<file path="src/rtl/core/dns_question_parser_macros.svh">
// Assertion helpers for the parser top module.
`ifndef DNS_QUESTION_PARSER_MACROS_SVH
`define DNS_QUESTION_PARSER_MACROS_SVH

// The condition must hold in the same cycle as the trigger.
`define DQP_ASSERT_NOW(label, ante, cons, msg) \
	label: assert property (@(posedge clk) disable iff (!arst_n) (ante) |-> (cons)) \
		else $error(msg);

// The condition must hold in the cycle after the trigger.
`define DQP_ASSERT_NEXT(label, ante, cons, msg) \
	label: assert property (@(posedge clk) disable iff (!arst_n) (ante) |=> (cons)) \
		else $error(msg);

`endif

</file>
<file path="src/rtl/core/dqp_pkg.sv">
package dqp_pkg;

	localparam int POS_W       = 14;
	localparam int CHUNK_BYTES = 8;
	localparam int CCNT_W      = 4;
	localparam int NAME_START  = 12;
	localparam int HDR_BYTES   = 12;
	localparam int QTAIL_BYTES = 4;
	localparam int QDCOUNT_HI  = 4;
	localparam int QDCOUNT_LO  = 5;

	localparam logic [7:0] LABEL_TYPE_MASK = 8'hC0;
	localparam logic [7:0] PTR_HI_MASK     = 8'h3F;
	localparam logic [7:0] DOT_CHAR        = 8'h2E;
	localparam logic [7:0] UPPER_A         = 8'h41;
	localparam logic [7:0] UPPER_Z         = 8'h5A;
	localparam logic [7:0] CASE_OFFSET     = 8'h20;
	localparam logic [3:0] JUMPS_RESET     = 4'd8;

	typedef enum logic [2:0] {
		ST_OK    = 3'd0,
		ST_SHORT = 3'd1,
		ST_NOQ   = 3'd2,
		ST_BAD   = 3'd3,
		ST_LONG  = 3'd4,
		ST_OVER  = 3'd5
	} status_t;

	typedef enum logic [3:0] {
		S_LOAD,
		S_CHECK,
		S_RDLEN,
		S_LEN,
		S_PRD,
		S_PTR,
		S_LRD,
		S_LWR,
		S_QT0,
		S_QT1,
		S_QT2,
		S_ERD,
		S_EWR,
		S_FINAL
	} state_t;

	typedef struct packed {
		logic    load;
		logic    init_walk;
		logic    set_st;
		status_t st;
		logic    rd_en;
		logic    pos_inc;
		logic    lbl_begin;
		logic    ptr_take;
		logic    ptr_jump;
		logic    name_end;
		logic    char_wr;
		logic    qt_hi;
		logic    qt_lo;
		logic    emit_rd;
		logic    emit_wr;
		logic    final_res;
	} dqp_cmd_t;

	typedef struct packed {
		logic overflow;
		logic short_pkt;
		logic no_question;
		logic pos_ge_len;
		logic b_zero;
		logic b_ptr;
		logic b_resv;
		logic ptr_no2nd;
		logic jump_over;
		logic lbl_past;
		logic too_long;
		logic n_zero;
		logic cnt_one;
		logic qt_fit;
		logic emit_last;
	} dqp_sts_t;

endpackage

</file>
<file path="src/rtl/core/dqp_ctrl.sv">
module dqp_ctrl (
	input  logic             clk,
	input  logic             arst_n,
	input  logic             start,
	input  logic             final_byte,
	input  dqp_pkg::dqp_sts_t sts,
	output dqp_pkg::dqp_cmd_t cmd,
	output logic             busy
);
	import dqp_pkg::*;

	state_t state_q;
	state_t state_d;

	always_ff @(posedge clk or negedge arst_n) begin
		if (!arst_n) begin
			state_q <= S_LOAD;
		end else begin
			state_q <= state_d;
		end
	end

	always_comb begin
		state_d = state_q;
		case (state_q)
			S_LOAD: begin
				if (start && final_byte) begin
					state_d = S_CHECK;
				end
			end
			S_CHECK: begin
				if (sts.overflow || sts.short_pkt || sts.no_question) begin
					state_d = S_FINAL;
				end else begin
					state_d = S_RDLEN;
				end
			end
			S_RDLEN: begin
				state_d = sts.pos_ge_len ? S_FINAL : S_LEN;
			end
			S_LEN: begin
				if (sts.b_zero) begin
					state_d = sts.n_zero ? S_FINAL : S_QT0;
				end else if (sts.b_ptr) begin
					state_d = (sts.ptr_no2nd || sts.jump_over) ? S_FINAL : S_PRD;
				end else if (sts.b_resv || sts.lbl_past || sts.too_long) begin
					state_d = S_FINAL;
				end else begin
					state_d = S_LRD;
				end
			end
			S_PRD:   state_d = S_PTR;
			S_PTR:   state_d = S_RDLEN;
			S_LRD:   state_d = S_LWR;
			S_LWR:   state_d = sts.cnt_one ? S_RDLEN : S_LRD;
			S_QT0:   state_d = sts.qt_fit ? S_QT1 : S_ERD;
			S_QT1:   state_d = S_QT2;
			S_QT2:   state_d = S_ERD;
			S_ERD:   state_d = S_EWR;
			S_EWR:   state_d = sts.emit_last ? S_FINAL : S_ERD;
			S_FINAL: state_d = S_LOAD;
			default: state_d = S_LOAD;
		endcase
	end

	always_comb begin
		cmd = '0;
		cmd.st = ST_OK;
		busy = 1'b1;
		case (state_q)
			S_LOAD: begin
				busy = 1'b0;
				cmd.load = start;
			end
			S_CHECK: begin
				if (sts.overflow) begin
					cmd.set_st = 1'b1;
					cmd.st = ST_OVER;
				end else if (sts.short_pkt) begin
					cmd.set_st = 1'b1;
					cmd.st = ST_SHORT;
				end else if (sts.no_question) begin
					cmd.set_st = 1'b1;
					cmd.st = ST_NOQ;
				end else begin
					cmd.init_walk = 1'b1;
				end
			end
			S_RDLEN: begin
				if (sts.pos_ge_len) begin
					cmd.set_st = 1'b1;
					cmd.st = ST_BAD;
				end else begin
					cmd.rd_en = 1'b1;
				end
			end
			S_LEN: begin
				if (sts.b_zero) begin
					if (sts.n_zero) begin
						cmd.set_st = 1'b1;
						cmd.st = ST_BAD;
					end else begin
						cmd.name_end = 1'b1;
					end
				end else if (sts.b_ptr) begin
					if (sts.ptr_no2nd || sts.jump_over) begin
						cmd.set_st = 1'b1;
						cmd.st = ST_BAD;
					end else begin
						cmd.ptr_take = 1'b1;
					end
				end else if (sts.b_resv || sts.lbl_past) begin
					cmd.set_st = 1'b1;
					cmd.st = ST_BAD;
				end else if (sts.too_long) begin
					cmd.set_st = 1'b1;
					cmd.st = ST_LONG;
				end else begin
					cmd.lbl_begin = 1'b1;
				end
			end
			S_PRD: begin
				cmd.rd_en = 1'b1;
			end
			S_PTR: begin
				cmd.ptr_jump = 1'b1;
			end
			S_LRD: begin
				cmd.rd_en = 1'b1;
				cmd.pos_inc = 1'b1;
			end
			S_LWR: begin
				cmd.char_wr = 1'b1;
			end
			S_QT0: begin
				if (sts.qt_fit) begin
					cmd.rd_en = 1'b1;
					cmd.pos_inc = 1'b1;
				end
			end
			S_QT1: begin
				cmd.qt_hi = 1'b1;
				cmd.rd_en = 1'b1;
			end
			S_QT2: begin
				cmd.qt_lo = 1'b1;
			end
			S_ERD: begin
				cmd.emit_rd = 1'b1;
			end
			S_EWR: begin
				cmd.emit_wr = 1'b1;
			end
			S_FINAL: begin
				cmd.final_res = 1'b1;
			end
			default: begin
				busy = 1'b1;
			end
		endcase
	end

endmodule

</file>
<file path="config.mk">
export PLATFORM = sky130hd
export DESIGN_NAME = dqp_ctrl
export DESIGN_NICKNAME = d
export VERILOG_FILES = /design/src/rtl/core/dns_question_parser_macros.svh /design/src/rtl/core/dqp_pkg.sv /design/src/rtl/core/dqp_ctrl.sv
export SDC_FILE = /design/constraint.sdc
export NUM_CORES = 1
export LEC_CHECK = 0
export ABC_AREA = 1
export BUFFER_PORTS_ARGS = -buffer_cell sky130_fd_sc_hd__buf_2
export CAP_MARGIN = 30
export CORE_AREA = 10 10 47 49
export CTS_BUF_LIST = sky130_fd_sc_hd__clkbuf_16
export CTS_CLUSTER_SIZE = 12
export DETAILED_ROUTE_END_ITERATION = 8
export DIE_AREA = 0 0 57 59
export PLACE_DENSITY = 0.8
export SLEW_MARGIN = 20
export SYNTH_ARGS = -nofsm -noshare
export SYNTH_HDL_FRONTEND = slang
export SYNTH_SLANG_ARGS = --single-unit
</file>
<file path="constraint.sdc">
create_clock -name clk -period 2.8 [get_ports clk]
set_clock_uncertainty 0.1 [all_clocks]
set_input_delay 0.84 -clock clk [delete_from_list [all_inputs] [get_ports clk]]
set_output_delay 0.84 -clock clk [all_outputs]
set_load 0.05 [all_outputs]
</file>
* After elaboration in Yosys (flattened, before gate mapping)
Index checks and enable logic that the tools add are counted.
** Word-level totals
- Bits in registers :: 4
** Operators by class
- Eq/ne operators :: 14
- Mux-type cells :: 50
- Reduce and logical (&&, ||, !) cells :: 8
** Operators by type and width (number)
- two-way mux 4 bit :: 17
- case mux 4 bit (13 select lines) :: 1
- == test 4 bit (second input constant) :: 6
- two-way mux 1 bit :: 22
- == test 4 x 3 -> 1 bit (second input constant) :: 4
- case mux 4 bit (3 select lines) :: 1
- two-way mux 3 bit :: 3
- == test 4 x 2 -> 1 bit (second input constant) :: 2
- two-way mux 2 bit :: 4
- logical OR 1 bit :: 5
- == test 4 x 1 -> 1 bit (second input constant) :: 1
- zero test 4 bit :: 1
- case mux 1 bit (3 select lines) :: 1
- OR reduction 3 bit :: 1
- != test 2 bit (second input constant) :: 1
- case mux 1 bit (2 select lines) :: 1
- logical AND 1 bit :: 1

* Longest topological paths before layout
Gate-level depths: netlist of run 1.
- Depth in word-level cells :: 6
- Gate-level depth with buffers :: 7
- Depth with buffers taken out :: 7

* Worst setup path after synthesis of run 1
Ideal clock, no wire load.
- Path kind :: input-to-output
- Start :: input sts[10] (netlist bit)
- End :: output cmd[14] (netlist bit)
- Arrival time :: 2.245 ns
- Path slack :: -0.385 ns
- Cell stages on the path :: 3
- Path buffers :: 0
- Cell sequence :: nor2_1 -> nand2_1 -> o31ai_1
** RTL lines
- from (decl) :: line dqp_ctrl.sv:6 : input dqp_pkg::dqp_sts_t sts,
- to (decl) :: line dqp_ctrl.sv:7 : output dqp_pkg::dqp_cmd_t cmd,

==> impl_results.md, run 1 <==
- Critical path class: in -> out
- # setup viols final: 0
- Unrepaired setup endpoints after global routing: no
- Worst Tran Pin Value: 0.359 ns
- Syn. warnings: 0
- Max frequency: 0.380 GHz
- DR vias/cell: about 4.9
- Final period util: 0.940
- Max-cap violations: 0
- Top delay family on crit path: buffers and inverters
- Detail Placement HPWL: 1.58 mm
- Die Area: roughly 3400 µm²
- WL per Instance: 12.1 µm
- Slowest cell on crit path: buf_2
- Crit path capture type: primary output
- Worst hold path type: in -> async
- CTS tree: done
- Die Width: ~57 µm
- Most frequent CP cell: buf_2
- Port bufs: 37
- Biggest registers after layout: state_q: 4 flops
- Clock Path Buffers: 2
- Area of the mapped netlist: ~520 µm²
- Final wirelength: 1.89 mm
- Clock Latency Late Sink: between 0.2 and 0.25 ns
- Leakage: roughly 0.53 nW
- Remaining antenna violation count: 0
- Starting density of the core: 0.374
- Biggest register: state_q
- Synth-to-Final Area Change: 54.4%
- Max VDD drop: 0.460 mV
- CTS Buf Count: 3
- DR iter-0 viols: 20
- Max FFs per register: 4
- Synthesized area per cell: 5.19 µm²
- WP buf/inv: 2
- Clk pin slew, worst setup/hold paths: ~0.03 ns
- Overall power: 1.06 mW
- Relative slew slack: 0.759
- PwrDens: around 1300 nW/µm²
- Seq cells post-synth: 4
- N_diodes: 0
- CP max stage delay: 0.30 ns
- Worst endpoint data arrival time: 1.69 ns
- RR Startpoint: state_q[0]
- Vias in the first global route: approximately 770
- Setup crit start kind: primary input
- CP max FO: 2
- Worst path required time: about 1.9 ns
- Grt ovf: 0
- 1st-pass router iterations: 4
- Number of I/O pins: 38
- Pre-CTS setup slack: ~0.17 ns
- Sequential area share after synthesis: 0.191
- Via count: between 700 and 800
- Clk sinks: 4
- Slew Viols, Final: 0
- Cts hold-fix bufs: 0
- Antenna violations before repair: 0
- H-Tree Level Count: 1
- Synth unique cells: 18
- Total GRT Usage: 0.107
- Largest net degree at the start of global routing: 8
- Post-CTS Repair Setup Buffers: 0
- Fin worst setup slack: between 0.15 and 0.2 ns
- Post-layout min period: around 2.6 ns
- # DRC: 0
- Chip Height: 59 µm
- Final Hold Viols: 0
- Most frequent cells in the layout: buf_2 (37), nand2_1 (27), nor2_1 (24)
- Root Driver: clkbuf_16
- Setup TNS: 0 ns
- Global placement routability congestion: about 0.84
- Std cell rows: 14
- CTS resizes: 0
- Most common cell after layout, fill and taps aside: buf_2
- Layout cells sized above 1: 0.340
- Final nets: ~160
- Critical-path cell list: buf_2 -> nor2_1 -> nand2_1 -> o31ai_2 -> buf_2
- CORE AREA: about 1400 µm²
- Synthesized instance count: 101
- Status: complete, no violations
- Syn nets: between 100 and 150
- First-pass GRT wire length: around 3 mm
- Worst Setup SP: sts[5]
==> layer usage <==
layer,global-route usage,share of wire,vias to the layer above,routed length (µm)
met5,0,0,-,0
met4,0.0336,0.012,0,23
met3,0.0601,0.14,2,263
met2,0.172,0.44,49,839
met1,0.117,0.41,316,769
li1,-,-,397,-
==> synth_stat cells (all sizes together) <==
master / n / area [µm²]
nand2: 29 / 114
nor2: 26 / 108
inv: 18 / 67.6
nand3: 11 / 55.1
o21ai: 5 / 28.8
dfrtp: 4 / 100
a21oi: 2 / 10.0
a31oi: 1 / 6.26
and2: 1 / 8.76
nand3b: 1 / 7.51
nand4: 1 / 6.26
nor3: 1 / 5.00
o31ai: 1 / 7.51
==> kinds of logic (layout without fill, tap and decap cells) <==
kind of cell,after synthesis,count (layout),synth area share
DFF,4,4,0.191
buffers and inverters,18,58,0.129
AOI/OAI and AO/OA,9,9,0.100
and+or+nand+nor,70,70,0.580
==> metrics by stage <==
step | instances | util | area, µm² | hold WS (ns)
after floorplan | 101 | - | 529 | 0.444
after global placement | 154 | 0.524 | 734 | 0.544
after detailed placement | 154 | 0.524 | 734 | 0.545
after CTS | 157 | 0.578 | 810 | 0.321
after global routing | 157 | 0.578 | 810 | 0.321
final | 157 | 0.578 | 810 | 0.316
==> final cells by class <==
type / count / area (µm²)
Fill cell: 138 / 592
Multi-Input combinational cell: 79 / 362
Timing Repair Buffer: 37 / 185
Sequential cell: 4 / 100
Clock buffer: 3 / 75.1
Inverter: 18 / 67.6
Tap cell: 16 / 20.0
==> power by group <==
part	total [mW]	internal, mW	switching (mW)
Sequential	0.122	0.0894	0.0328
Clock	0.224	0.183	0.0411
Combinational	0.716	0.175	0.541
==> worst paths after layout <==
| path | slack [ns] | end | cells past startpoint |
|---|---|---|---|
| setup / recovery | 0.17 | cmd[14] | 5 |
| hold / removal | 0.32 | state_q[2] | 1 |
| setup reg to reg | 1.48 | state_q[1] | 6 |
| hold reg to reg | 0.66 | state_q[0] | 4 |
| max in group asynchronous | 2.16 | state_q[1] | 1 |
| min in group clk | 0.66 | state_q[0] | 4 |
(Power assumes the default switching activity.)
==> run 2: changes to the inputs <==
--- a/config.mk
+++ b/config.mk
@@ -5,15 +5,14 @@
 export SDC_FILE = /design/constraint.sdc
 export NUM_CORES = 1
 export LEC_CHECK = 0
-export ABC_AREA = 1
 export BUFFER_PORTS_ARGS = -buffer_cell sky130_fd_sc_hd__buf_2
 export CAP_MARGIN = 30
-export CORE_AREA = 10 10 47 49
+export CORE_MARGIN = 10
+export CORE_UTILIZATION = 43
 export CTS_BUF_LIST = sky130_fd_sc_hd__clkbuf_16
 export CTS_CLUSTER_SIZE = 12
 export DETAILED_ROUTE_END_ITERATION = 8
-export DIE_AREA = 0 0 57 59
-export PLACE_DENSITY = 0.8
+export PLACE_DENSITY = 0.84
 export SLEW_MARGIN = 20
 export SYNTH_ARGS = -nofsm -noshare
 export SYNTH_HDL_FRONTEND = slang
==> run 2 against run 1 <==
Effect of this change: the run now ends with negative setup slack left; largest power group unchanged; final area up 20%; global-route usage is 3.7 points higher; highest routed layer unchanged; die area down 6.1%.
==> impl_results.md, run 2 <==
- Status: finished, violations left (was complete, no violations)
- Failing checks: negative setup slack
- Final period util: 1.05 (was 0.940)
- 1st-pass router iterations: 4 (unchanged)
- Cell-internal power: 0.567 mW (was 0.447 mW)
- Final wirelength: 2.53 mm (was 1.89 mm)
- Worst path required time: 1.86 ns (about the same)
- Antenna violations before repair: 0 (unchanged)
- Die Width: 56.2 µm (was 57 µm)
- Worst Tran Pin Value: 0.370 ns (was 0.359 ns)
- DR vias/cell: 5.66 (was 4.87)
- Switch share: 0.545 (was 0.579)
- Global placement routability congestion: 0.823 (was 0.843)
- Total GRT Usage: 0.144 (was 0.107)
- CP max stage delay: 0.60 ns (was 0.30 ns)
- Synth cell count leaders: nor2_1 (15), nand2_1 (7), inv_1 (5) (was nand2_1 (27), nor2_1 (24), inv_1 (17), nand3_1 (11))
- CTS tree: done (unchanged)
- Most frequent cells in the layout: buf_2 (29), nor2_1 (13), buf_4 (9) (was buf_2 (37), nand2_1 (27), nor2_1 (24))
- Slowest cell on crit path: or4_4 (was buf_2)
- CTS Buf Count: 3 (unchanged)
- # setup viols final: 5 (was 0)
- Root Driver: clkbuf_16 (unchanged)
- Vias in the first global route: 825 (was 765)
- First-pass GRT wire length: 3.79 mm (was 3.04 mm)
- Max VDD drop: 0.809 mV (was 0.460 mV)
- Unrepaired setup endpoints after global routing: yes (was no)
- Biggest register: state_q (unchanged)
- Critical path class: in -> out (unchanged)
- Fin worst setup slack: -0.149 ns (was 0.169 ns)
- Area of the mapped netlist: 563 µm² (was 524 µm²)
- Clock share of power: 0.177 (was 0.211)
- N_diodes: 0 (unchanged)
- H-Tree Level Count: 1 (unchanged)
- Synth unique cells: 33 (was 18)
- Grt ovf: 0 (unchanged)
- Die Area: 3160 µm² (was 3360 µm²)
- NetSw: 0.681 mW (was 0.615 mW)
- Clk pin slew, worst setup/hold paths: 0.03 ns (about the same)
- Syn nets: 98 (was 120)
- Non-Filler Instances: 138 (was 157)
- Largest net degree at the start of global routing: 13 (was 8)
- Most common cell after layout, fill and taps aside: buf_2 (unchanged)
- DR iter-0 viols: 37 (was 20)
- Max FFs per register: 4 (unchanged)
- CP max FO: 5 (was 2)
- Top-count cell post-synth: nor2_1 (was nand2_1)
- Setup crit start kind: primary input (unchanged)
- Seq cells post-synth: 4 (unchanged)
- Clock Path Buffers: 2 (unchanged)
- Largest cells by area after synthesis: dfrtp_1 (18%), nor2_1 (10%), nand4bb_4 (4.9%) (was nand2_1 (19%), dfrtp_1 (19%), nor2_1 (17%))
- Reg power frac: 0.100 (was 0.115)
- Biggest registers after layout: state_q: 4 flops (unchanged)
- Final Hold Viols: 0 (unchanged)
- Syn. warnings: 0 (unchanged)
- Post-synth EDFFs: 0 (unchanged)
- Worst endpoint data arrival time: 2.01 ns (was 1.69 ns)
- Synthesized instance count: 79 (was 101)
- Worst hold path type: in -> async (unchanged)
- Leakage: 0.477 nW (was 0.529 nW)
- Critical-path cell list: buf_6 -> or4_4 -> nor2_2 -> a22o_2 -> buf_8 (was buf_2 -> nor2_1 -> nand2_1 -> o31ai_2 -> buf_2)
- WL per Instance: 18.3 µm (was 12.1 µm)
- Final nets: 145 (was 162)
- Chip Height: 56.2 µm (was 59 µm)
- # DRC: 0 (unchanged)
- Synth async-reset ratio: 1.00 (unchanged)
- PwrDens: 1280 nW/µm² (was 1310 nW/µm²)
- Yosys top cell area share: 0.178 (was 0.193)
- Placed cells: 134 (was 154)
- Area leader, netlist: dfrtp_1 (was nand2_1)
- Port bufs: 37 (unchanged)
- Clk sinks: 4 (unchanged)
- Number of I/O pins: 38 (unchanged)
- Synth-to-Final Area Change: 72.7% (was 54.4%)
- Max-cap violations: 0 (unchanged)
- Comb power frac: 0.723 (was 0.674)
- Synth Flop Type: dfrtp_1 (unchanged)
- CORE AREA: 1170 µm² (was 1400 µm²)
- Relative slew slack: 0.752 (was 0.759)
- Post-layout min period: 2.95 ns (was 2.63 ns)
- Starting density of the core: 0.481 (was 0.374)
- Layout cells sized above 1: 0.516 (was 0.340)
- Setup TNS: -0.515 ns (was 0 ns)
- Max frequency: 0.339 GHz (was 0.380 GHz)
- Detail Placement HPWL: 1.64 mm (was 1.58 mm)
- Via count: 781 (was 764)
- Overall power: 1.25 mW (was 1.06 mW)
- Crit path capture type: primary output (unchanged)
- Std cell rows: 12 (was 14)
- Sequential area share after synthesis: 0.178 (was 0.191)
- Remaining antenna violation count: 0 (unchanged)
- Clock Latency Late Sink: 0.22 ns (about the same)
- Synthesized area per cell: 7.13 µm² (was 5.19 µm²)
- Slew Viols, Final: 0 (unchanged)
- Fillers: 66 (was 138)
## run 2: cell types whose count changed after synthesis, sizes merged, moves of 2 or more
cell	change
nand2	-22
inv	-13
nor2	-11
nand3	-9
buf	+4
nand2b	+4
nor3	+4
a31oi	+3
nor2b	+3
a21oi	+2
nor3b	+2
or3	+2
## run 2: critical path, delay by kind of cell
kind | cells | cell delay (ns)
buf+inv | 2 | 0.26
simple gates | 2 | 0.72
compound gates | 1 | 0.19
## run 2: area by class of cell
type / count / area [µm²] / share of cell area
clock buffers: 3 / 75.1 / 0.0772
inverters: 5 / 18.8 / 0.0193
multi-input cells: 66 / 458 / 0.471
flip-flops and latches: 4 / 100 / 0.103
well taps: 14 / 17.5 / 0.0180
repair buffers: 46 / 303 / 0.311
## run 2: cells by family (layout without fill, tap and decap cells)
| group | Yosys count | in the layout | share of synthesized area |
|---|---|---|---|
| and+or+nand+nor | 47 | 47 | 0.522 |
| buffers and inverters | 9 | 54 | 0.0733 |
| AOI/OAI and AO/OA | 19 | 19 | 0.227 |
| DFF | 4 | 4 | 0.178 |
## run 2: path summary, 6_finish.rpt
| kind | to | from | slack (ns) | depth (start not counted) |
|---|---|---|---|---|
| min in group clk | state_q[2] | state_q[2] | 0.46 | 2 |
| hold / removal | state_q[2] | arst_n | 0.32 | 1 |
| setup / recovery | cmd[14] | sts[9] | -0.15 | 5 |
| max in group asynchronous | state_q[1] | arst_n | 2.17 | 1 |
| hold reg to reg | state_q[2] | state_q[2] | 0.46 | 2 |
| setup reg to reg | state_q[3] | state_q[3] | 0.95 | 6 |
## run 2: power groups by stage
stage,clock [mW],combinational (mW),sequential (mW)
6_report,0.221,0.902,0.125
3_5_place_dp,0,0.816,0.123
3_3_place_gp,0,0.808,0.123
5_1_grt,0.228,0.958,0.127
4_1_cts,0.223,0.879,0.125
2_1_floorplan,0,0.629,0.120
## run 2: metal layers
layer  vias to the layer above  share of wire  track usage
met3                         8           0.10       0.0501
met5                         -              0            0
li1                        374              -            -
met2                        40           0.50        0.255
met4                         0          0.032       0.0819
met1                       359           0.37        0.140
## run 2: timing repair
| action | 4_1_cts | 5_1_grt |
|---|---|---|
| setup buffers | 0 | 1 |
| hold buffers | 0 | 0 |
| endpoints found under the hold margin | 0 | 0 |
| pin swaps | 2 | 3 |
| resized for setup | 14 | 4 |
| endpoints found under the setup margin | 5 | 7 |
## run 2: per-stage QoR
| step | hold WS (ns) | setup slack, ns | util | area [µm²] |
|---|---|---|---|---|
| 3_5_place_dp | 0.450 | -0.199 | 0.698 | 817 |
| 5_1_grt | 0.317 | -0.162 | 0.830 | 972 |
| 3_3_place_gp | 0.456 | -0.157 | 0.698 | 817 |
| 6_report | 0.316 | -0.149 | 0.830 | 972 |
| 2_1_floorplan | 0.444 | -0.0599 | - | 577 |
| 4_1_cts | 0.315 | -0.0875 | 0.804 | 942 |
